**src/sv/sfp_pkg.sv**
```systemverilog
// package with word types, op codes and register defaults for the frame parser
package sfp_pkg;

	localparam int CFG_IDX_W  = 2;
	localparam int CFG_DATA_W = 16;

	localparam logic [CFG_IDX_W-1:0] CFG_SYNC_FIRST    = 2'd0;
	localparam logic [CFG_IDX_W-1:0] CFG_SYNC_SECOND   = 2'd1;
	localparam logic [CFG_IDX_W-1:0] CFG_MAX_LENGTH    = 2'd2;
	localparam logic [CFG_IDX_W-1:0] CFG_TIMEOUT_TICKS = 2'd3;

	localparam logic [7:0]  SYNC_FIRST_RST    = 8'h55;
	localparam logic [7:0]  SYNC_SECOND_RST   = 8'hAA;
	localparam logic [7:0]  MAX_LENGTH_RST    = 8'd250;
	localparam logic [15:0] TIMEOUT_TICKS_RST = 16'd100;

	localparam logic [1:0] OP_BYTE = 2'd0;
	localparam logic [1:0] OP_TICK = 2'd1;
	localparam logic [1:0] OP_READ = 2'd2;

	typedef struct packed {
		logic [1:0] op;
		logic [7:0] data_byte;
		logic [7:0] read_index;
	} in_word_t;

	typedef struct packed {
		logic       frame_valid;
		logic [7:0] frame_port;
		logic [7:0] frame_length;
		logic [7:0] read_data;
		logic       in_frame;
	} out_word_t;

endpackage

```
**src/sv/sync_frame_parser_top.sv**
```systemverilog
// sync/header/length/checksum frame parser with payload store
// an accepted word is held in the input register, then goes through the compute stage into the result register
// accepts one word per cycle, limited only by the result register being taken
// the parse state and payload store update in the single compute stage
// reset: parser idle, counters and config registers at their default values
// payload store is not cleared; entries are defined once written
module sync_frame_parser_top #(
	parameter int PAYLOAD_DEPTH = 256
) (
	input  logic                                   clk,
	input  logic                                   arst_n,
	input  logic                                   cfg_write,
	input  logic [sfp_pkg::CFG_IDX_W-1:0]          cfg_index,
	input  logic [sfp_pkg::CFG_DATA_W-1:0]         cfg_data,
	input  logic                                   in_valid,
	output logic                                   in_stall,
	input  sfp_pkg::in_word_t                      in_word,
	output logic                                   out_valid,
	input  logic                                   out_stall,
	output sfp_pkg::out_word_t                     out_word
);

	localparam int AW = $clog2(PAYLOAD_DEPTH);

	typedef logic [AW-1:0] wrap_tab_t [256];

	function automatic wrap_tab_t mk_wrap_tab();
		wrap_tab_t t;
		for (int i = 0; i < 256; i++) begin
			t[i] = AW'(i % PAYLOAD_DEPTH);
		end
		return t;
	endfunction

	localparam wrap_tab_t WRAP_TAB = mk_wrap_tab();

	typedef enum logic [2:0] {
		PH_IDLE,
		PH_SYNC2,
		PH_PORT,
		PH_LEN,
		PH_DATA,
		PH_SUM
	} phase_t;

	// config registers
	logic [7:0]  sync_first_q;
	logic [7:0]  sync_second_q;
	logic [7:0]  max_length_q;
	logic [15:0] timeout_ticks_q;

	// input stage
	logic              valid_s1;
	sfp_pkg::in_word_t word_s1;

	// parser state
	phase_t      phase_q, phase_d;
	logic [7:0]  port_q, port_d;
	logic [7:0]  length_q, length_d;
	logic [7:0]  byte_index_q, byte_index_d;
	logic [AW-1:0] wr_ptr_q, wr_ptr_d;
	logic [7:0]  sum_q, sum_d;
	logic [15:0] tick_q, tick_d;
	logic [15:0] tick_inc;
	logic [7:0]  byte_index_inc;
	logic [7:0]  sum_add;
	logic        frame_ok;
	logic        mem_we;

	// result register
	logic       res_valid_q;
	logic       frame_valid_q;
	logic [7:0] frame_port_q;
	logic [7:0] frame_length_q;
	logic       rd_en_q;
	logic [7:0] mem_rd_q;
	logic       in_frame_q;

	logic [7:0] mem [PAYLOAD_DEPTH];

	logic adv;

	assign adv      = valid_s1 && (!res_valid_q || !out_stall);
	assign in_stall = valid_s1 && !adv;

	always_ff @(posedge clk or negedge arst_n) begin
		if (!arst_n) begin
			sync_first_q    <= sfp_pkg::SYNC_FIRST_RST;
			sync_second_q   <= sfp_pkg::SYNC_SECOND_RST;
			max_length_q    <= sfp_pkg::MAX_LENGTH_RST;
			timeout_ticks_q <= sfp_pkg::TIMEOUT_TICKS_RST;
		end else if (cfg_write) begin
			unique case (cfg_index)
				sfp_pkg::CFG_SYNC_FIRST:    sync_first_q    <= cfg_data[7:0];
				sfp_pkg::CFG_SYNC_SECOND:   sync_second_q   <= cfg_data[7:0];
				sfp_pkg::CFG_MAX_LENGTH:    max_length_q    <= cfg_data[7:0];
				sfp_pkg::CFG_TIMEOUT_TICKS: timeout_ticks_q <= cfg_data;
				default: ;
			endcase
		end
	end

	always_ff @(posedge clk or negedge arst_n) begin
		if (!arst_n) begin
			valid_s1 <= 1'b0;
		end else if (!in_stall) begin
			valid_s1 <= in_valid;
		end
	end

	always_ff @(posedge clk) begin
		if (in_valid && !in_stall) begin
			word_s1 <= in_word;
		end
	end

	assign tick_inc       = (tick_q == 16'hFFFF) ? tick_q : tick_q + 16'd1;
	assign byte_index_inc = byte_index_q + 8'd1;
	assign sum_add        = sum_q + word_s1.data_byte;

	always_comb begin
		phase_d      = phase_q;
		port_d       = port_q;
		length_d     = length_q;
		byte_index_d = byte_index_q;
		wr_ptr_d     = wr_ptr_q;
		sum_d        = sum_q;
		tick_d       = tick_q;
		frame_ok     = 1'b0;
		mem_we       = 1'b0;
		unique case (word_s1.op)
			sfp_pkg::OP_BYTE: begin
				unique case (phase_q)
					PH_IDLE: begin
						if (word_s1.data_byte == sync_first_q) begin
							phase_d = PH_SYNC2;
						end
					end
					PH_SYNC2: begin
						if (word_s1.data_byte == sync_second_q) begin
							phase_d = PH_PORT;
						end else if (word_s1.data_byte != sync_first_q) begin
							phase_d = PH_IDLE;
							tick_d  = '0;
						end
					end
					PH_PORT: begin
						port_d  = word_s1.data_byte;
						sum_d   = word_s1.data_byte;
						phase_d = PH_LEN;
					end
					PH_LEN: begin
						if (word_s1.data_byte > max_length_q) begin
							phase_d = PH_IDLE;
							tick_d  = '0;
						end else begin
							length_d     = word_s1.data_byte;
							byte_index_d = '0;
							wr_ptr_d     = '0;
							sum_d        = sum_add;
							phase_d      = (word_s1.data_byte == 8'd0) ? PH_SUM : PH_DATA;
						end
					end
					PH_DATA: begin
						mem_we       = 1'b1;
						byte_index_d = byte_index_inc;
						wr_ptr_d     = (wr_ptr_q == AW'(PAYLOAD_DEPTH - 1)) ? '0
							: wr_ptr_q + AW'(1);
						sum_d        = sum_add;
						if (byte_index_inc >= length_q) begin
							phase_d = PH_SUM;
						end
					end
					PH_SUM: begin
						frame_ok = (sum_q == word_s1.data_byte);
						phase_d  = PH_IDLE;
						tick_d   = '0;
					end
					default: begin
						phase_d = PH_IDLE;
						tick_d  = '0;
					end
				endcase
			end
			sfp_pkg::OP_TICK: begin
				if (phase_q != PH_IDLE) begin
					if (tick_inc > timeout_ticks_q) begin
						phase_d = PH_IDLE;
						tick_d  = '0;
					end else begin
						tick_d = tick_inc;
					end
				end else begin
					tick_d = '0;
				end
			end
			default: ;
		endcase
	end

	always_ff @(posedge clk or negedge arst_n) begin
		if (!arst_n) begin
			phase_q        <= PH_IDLE;
			port_q         <= '0;
			length_q       <= '0;
			byte_index_q   <= '0;
			wr_ptr_q       <= '0;
			sum_q          <= '0;
			tick_q         <= '0;
			res_valid_q    <= 1'b0;
			frame_valid_q  <= 1'b0;
			frame_port_q   <= '0;
			frame_length_q <= '0;
			rd_en_q        <= 1'b0;
			in_frame_q     <= 1'b0;
		end else begin
			if (adv) begin
				phase_q        <= phase_d;
				port_q         <= port_d;
				length_q       <= length_d;
				byte_index_q   <= byte_index_d;
				wr_ptr_q       <= wr_ptr_d;
				sum_q          <= sum_d;
				tick_q         <= tick_d;
				res_valid_q    <= 1'b1;
				frame_valid_q  <= frame_ok;
				frame_port_q   <= frame_ok ? port_q : '0;
				frame_length_q <= frame_ok ? length_q : '0;
				rd_en_q        <= (word_s1.op == sfp_pkg::OP_READ);
				in_frame_q     <= (phase_d != PH_IDLE);
			end else if (!out_stall) begin
				res_valid_q <= 1'b0;
			end
		end
	end

	always_ff @(posedge clk) begin
		if (adv && mem_we) begin
			mem[wr_ptr_q] <= word_s1.data_byte;
		end
	end

	always_ff @(posedge clk) begin
		if (adv) begin
			mem_rd_q <= mem[WRAP_TAB[word_s1.read_index]];
		end
	end

	assign out_valid = res_valid_q;

	always_comb begin
		out_word.frame_valid  = frame_valid_q;
		out_word.frame_port   = frame_port_q;
		out_word.frame_length = frame_length_q;
		out_word.read_data    = rd_en_q ? mem_rd_q : 8'd0;
		out_word.in_frame     = in_frame_q;
	end

endmodule

```
**config.mk**
```make
export PLATFORM = sky130hd
export DESIGN_NAME = sync_frame_parser_top
export DESIGN_NICKNAME = d
export VERILOG_FILES = /design/src/sv/sfp_pkg.sv /design/src/sv/sync_frame_parser_top.sv
export SDC_FILE = /design/constraint.sdc
export NUM_CORES = 2
export LEC_CHECK = 0
export ABC_AREA = 1
export BUFFER_PORTS_ARGS = -buffer_cell sky130_fd_sc_hd__buf_2
export CORE_UTILIZATION = 60
export DETAILED_ROUTE_END_ITERATION = 10
export PLACE_DENSITY = 0.77
export RECOVER_POWER = 100
export SYNTH_ARGS = -nofsm -noshare
export SYNTH_HDL_FRONTEND = slang
export SYNTH_SLANG_ARGS = --single-unit
```
**constraint.sdc**
```tcl
create_clock -name clk -period 6 [get_ports clk]
set_input_delay 0.6 -clock clk [delete_from_list [all_inputs] [get_ports clk]]
set_output_delay 0.6 -clock clk [all_outputs]
set_load 0.005 [all_outputs]
```
# After elaboration in Yosys (flattened, before gate mapping)
# Memories as Yosys holds them, arrays and structs flattened. A register that Yosys moved wholly into a read port is not among the register bits.
# Index checks and enable logic that the tools add are counted.
[op_classes]
eq_ne = 22
muxes = 37
add_sub_neg = 4
magnitude_cmp = 4
bitwise_logic = 2
n_reduce_logical = 28
[op_table]
columns = ["cell", "count"]
rows = [
  ["$mux W16", 6],
  ["$mux W8", 8],
  ["$pmux W16 S3", 1],
  ["$pmux W16 S2", 1],
  ["$pmux W8 S2", 2],
  ["$eq A8 B8 Y1", 3],
  ["$pmux W8 S3", 1],
  ["$mux W3", 7],
  ["$add A16 B1 Y16 const B", 1],
  ["$add A8 B1 Y8 const B", 2],
  ["$eq A16 B16 Y1 const B", 1],
  ["$gt A16 B16 Y1", 1],
  ["$pmux W3 S5", 1],
  ["$reduce_and A4 Y1", 3],
  ["$ge A9 B9 Y1 const B", 1],
  ["$mux W1", 9],
  ["$ne A3 B3 Y1 const B", 3],
  ["$not A8 Y9", 1],
  ["$reduce_bool A3 Y1", 3],
  ["$add A8 B8 Y8", 1],
  ["$eq A8 B8 Y1 const B", 1],
  ["$ge A8 B8 Y1", 1],
  ["$gt A8 B8 Y1", 1],
  ["$logic_not A8 Y1", 1],
  ["20 further kinds", 37],
]
[totals]
mem_bits_ro = 2048
in_bits = 41
n_memories = 2
ff_bits = 138
ram_bits = 2048
out_inout_bits = 28
word_cells = 120
[mem_list]
columns = ["name", "words", "word_bits", "read_ports", "rd_clocked_by_memory_dff", "wr", "line_no", "text"]
rows = [
  ["(no name shown)", 256, 8, 1, 0, 0, "sync_frame_parser_top.sv:245", "mem_rd_q <= mem[WRAP_TAB[word_s1.read_index]];"],
  ["mem", 256, 8, 1, 1, 1, "sync_frame_parser_top.sv:79", "logic [7:0] mem [PAYLOAD_DEPTH];"],
]

# Depth between registers and ports, before layout
[logic_depth]
word_depth = 7
mapped_depth = 24

# Least setup slack after synthesis
# No wires, ideal clock.
[synth_timing]
path_type = "reg-to-reg"
from = "reg word_s1[9] (netlist bit)"
to = "reg wr_ptr_q[7]"
n_path_buf = 1
synth_period_minus_slack_ns = 5.334
arrival_ns = 5.215
path_stages_with_launch = 16
setup_time_ns = 0.119
setup_slack_ns = 0.666
path_cell_list = "edfxtp_1 ha_1 inv_1 o21bai_1 nand2_1 nand2_1 nand2_1 nand2_1 nand2_1 nand2_1 nor2_4 nor2_1 buf_2 a21oi_1 nand2_1 and2_1"
[synth_between]
elab_chain_cells = 3
[synth_lines]
columns = ["item", "line_no", "text"]
rows = [
  ["start: declaration", "sync_frame_parser_top.sv:54", "sfp_pkg::in_word_t word_s1;"],
  ["start signal: assignment", "sync_frame_parser_top.sv:113", "word_s1 <= in_word;"],
  ["$gt A8 B8 Y1", "sync_frame_parser_top.sv:153", "if (word_s1.data_byte > max_length_q) begin"],
  ["$ne A2 B2 Y1 (no line)", "n/a", ""],
  ["$reduce_and A4 Y1 (no line)", "n/a", ""],
  ["end signal: assignment", "sync_frame_parser_top.sv:222", "wr_ptr_q <= wr_ptr_d;"],
  ["end: declaration", "sync_frame_parser_top.sv:61", "logic [AW-1:0] wr_ptr_q, wr_ptr_d;"],
]
# Every way passes these cells.
# A chain may end at the register's enable or synchronous reset.

# Final worst setup path
[layout_timing]
from = "reg word_s1[11] (netlist bit)"
to = "mem mem[31][3] (data pin)"
[layout_lines]
columns = ["item", "line_no"]
rows = [
  ["end: declaration", "sync_frame_parser_top.sv:79"],
]
# No word-level cell before the write port.

==> metrics.md <==
| Metric | Value |
|---|---|
| Status | `complete, but fails checks` |
| Failing checks | `capacitance limit, slew limit` |
| Commonest non-fill, non-tap cell in the layout | `nand2_1` |
| Starting Density | `60.41%` |
| Ports | `69` |
| Hpwl dp | `135.7 mm` |
| Worst hold path type | `primary input to flop` |
| Most frequent cells in the layout | `2,330 x nand2_1, 2,074 x edfxtp_1, 2,068 x nand3_1` |
| Num rows | `142` |
| Crit Path Category | `flop to flop` |
| CP Launch Type | `flop` |
| Pins over their slew limit | `1,237` |
| FF-to-FF End | `mem[31][3]` |
| Top Metal Used | `met5` |
| TritonCTS clock tree | `built` |
| Die Area | `0.1523 mm2` |
| Met3 wire len | `28.59 mm` |
| Actual slew at the worst max-slew pin | `4.001 ns` |
| Sequential area share after synthesis | `72.18%` |
| Antenna-violating nets left | `0` |
| Power per cell area | `336.6 mW/mm2` |
| RSZ-0062 raised after global routing | `false` |
| Die Wd | `390.3 um` |
| Syn_area_per_cell | `11.50 um2` |
| Synth async-reset ratio | `5.469%` |
| Max VDD drop | `0.3448 mV` |
| Overflow after GRT | `0` |
| WP data required | `6.52 ns` |
| Routed WL per cell | `23.88 um` |
| Placed Instance Area | `0.09220 mm2` |
| Yosys top cell by area | `edfxtp_1` |
| Die Y-Extent | `390.3 um` |
| Nets@finish | `7,842` |
| Worst flop-to-flop path startpoint | `word_s1[11]` |
| Ant diodes | `0` |
| Share of layout cells above drive strength 1 | `6.070%` |
| Critical path arrival | `5.70 ns` |
| Yosys top cell area share | `68.84%` |
| Min Tclk post-route | `5.186 ns` |
| Post-route cell area | `0.09903 mm2` |
| Tot GR Track Use | `31.16%` |
| Crit Path Max Fanout | `67` |
| Max-Cap Viols | `18` |
| DRT iter0 DRCs | `9,224` |
| WHS Path Cells | `3` |
| Clock Tree Root | `clkbuf_16` |
| Reg2reg setup slack | `0.81 ns` |
| DRT met1 WL | `87.55 mm` |
| Largest net degree at the start of global routing | `229` |
| CTS sink cnt | `2,194` |
| Placed Cells | `9,541` |
| Cts bufs inserted | `203` |
| Worst setup EP type | `flop` |
| Slew margin rel. | `-166.7%` |
| # DRC | `0` |
| FILL cells | `10.44k` |
| Wirelength, routed | `237.4 mm` |
| DR vias/cell | `6.214` |
| Clock skew | `0.02635 ns` |
| Maximum root-to-sink buffer count | `3` |
| Via count | `61.76k` |
| Synthesized instance count | `7,866` |
| Synth Net Count | `7,953` |
| H-tree depth | `4` |
| Final setup vio count | `0` |
| Synth Cell Area | `0.09047 mm2` |
| Initial antenna violation count | `4` |
| Met2 WL | `110.0 mm` |
| PortBufs | `68` |
| Final hold vios | `0` |
| Post-synth cell types | `42` |
| Flops & latches, synth | `2,194` |
| Final std cells w/o fill | `9,940` |
| Worst-skew pair later-pin latency | `0.86 ns` |
| DRT Pass-1 Iters | `9` |
| Post-synth EDFFs | `2,074` |
| Post_cts resized | `0` |
| Worst r2r path cells | `2` |
| Max Freq | `192.8 MHz` |
| Hold path endpoint | `timeout_ticks_q[12]` |
| Setup TNS | `0 ns` |
| Area contributors post-synth | `edfxtp_1 69%, nand3_1 11%, nand2_1 9.7%` |
| Hold path startpoint | `cfg_data[12]` |
| Main synth FF type | `edfxtp_1` |
| # Post-CTS Setup Buffers | `0` |
| Clk pin slew, worst setup/hold paths | `0.06 ns` |
| Vias in the first global route | `59.07k` |
| First-pass GRT wire length | `354.4 mm` |
| Yosys Warn Count | `0` |
| Area growth, synth to finish | `9.459%` |
| Tcrit/Tclk final | `86.43%` |
| Final Wtd Congestion | `0.9319` |
| Leakage | `35.32 nW` |
| Core Box Area | `0.1498 mm2` |
==> state kept, by name, summed over array words and instances, names as in the netlist, 16 cells and up <==
signal           flops
word_s1             18
mem               2048
timeout_ticks_q     16
tick_q              16
==> worst max path at each step <==
stage / start / endpoint / slack (ns) / cells after the start
2_1_floorplan: word_s1[9] / wr_ptr_q[7] / 0.67 / 15
4_1_cts: out_valid / mem[221][4] / 1.90 / 9
3_3_place_gp: out_stall / mem[196][4] / 1.60 / 10
3_5_place_dp: out_stall / mem[221][1] / 1.55 / 10
6_report: word_s1[11] / mem[31][3] / 0.81 / 2
5_1_grt: word_s1[9] / tick_q[8] / 0.75 / 12
==> metal layers <==
layer	up-vias	global-route usage [%]
met5	-	0
met4	10	14.21
met3	641	6.587
met2	4182	48.86
met1	29490	42.20
li1	27440	-
==> metrics by stage <==
step,hold WS (ns),setup WS (ns),util [%],power [mW]
2_1_floorplan,0.3044,0.6663,-,19.42
4_1_cts,0.003017,1.899,66.22,33.29
3_3_place_gp,0.4663,1.603,61.56,20.41
6_report,0.03171,0.8143,66.12,33.34
5_1_grt,0.02519,0.7513,66.12,34.23
3_5_place_dp,0.4738,1.546,61.56,20.48
==> report_power, final <==
group          switching, mW  internal [mW]
sequential             0.165           17.0
combinational           2.29          0.800
clock                   5.57           7.48
==> cell families (layout without fill, tap and decap cells) <==
group / count (synthesis) / after routing / share of synthesized area [%]
xor+xnor: 36 / 36 / 0.3485
simple gates: 4780 / 4780 / 22.84
buf+inv: 659 / 717 / 3.103
compound gates: 151 / 151 / 0.8879
flops: 2194 / 2194 / 72.18
fa+ha+maj: 46 / 46 / 0.6444
==> cells in the mapped netlist (2+ instances only) <==
cell      instances
a21oi_1          37
a31oi_1           5
buf_1            64
buf_2           253
buf_4             4
clkbuf_1        184
clkbuf_2          2
dfrtp_1         103
dfstp_2          17
edfxtp_1       2074
ha_1             45
inv_1           138
inv_2            14
nand2_1        2337
nand3_1        2076
nand4_1           8
nor2_1          329
nor2_2            2
nor2_4            5
nor3_1           14
o211ai_1          2
o21a_1            3
o21ai_0          91
o21ai_1           2
o31ai_1           5
or2_2             2
xnor2_1          11
xor2_1           25
==> timing repair <==
action,in CTS,in global routing
endpoints found under the setup margin,0,0
hold endpoints to repair,86,0
hold buffers,25,0
==> area by class of cell <==
cell class	instances	area (um2)	share of cell area [%]
Sequential cell	2194	65300	65.94
Clock inverter	130	1425	1.439
Clock buffer	244	5316	5.368
Inverter	152	595.6	0.6014
Tap cell	2016	2522	2.547
Timing Repair Buffer	191	1471	1.486
Multi-Input combinational cell	5013	22400	22.62
==> critical path, cell delays in order, from the launching register on <==
cell and delay, ns:
edfxtp_1 0.83, clkbuf_1 2.83, buf_4 1.02
Power figures use the tool's default switching activity.
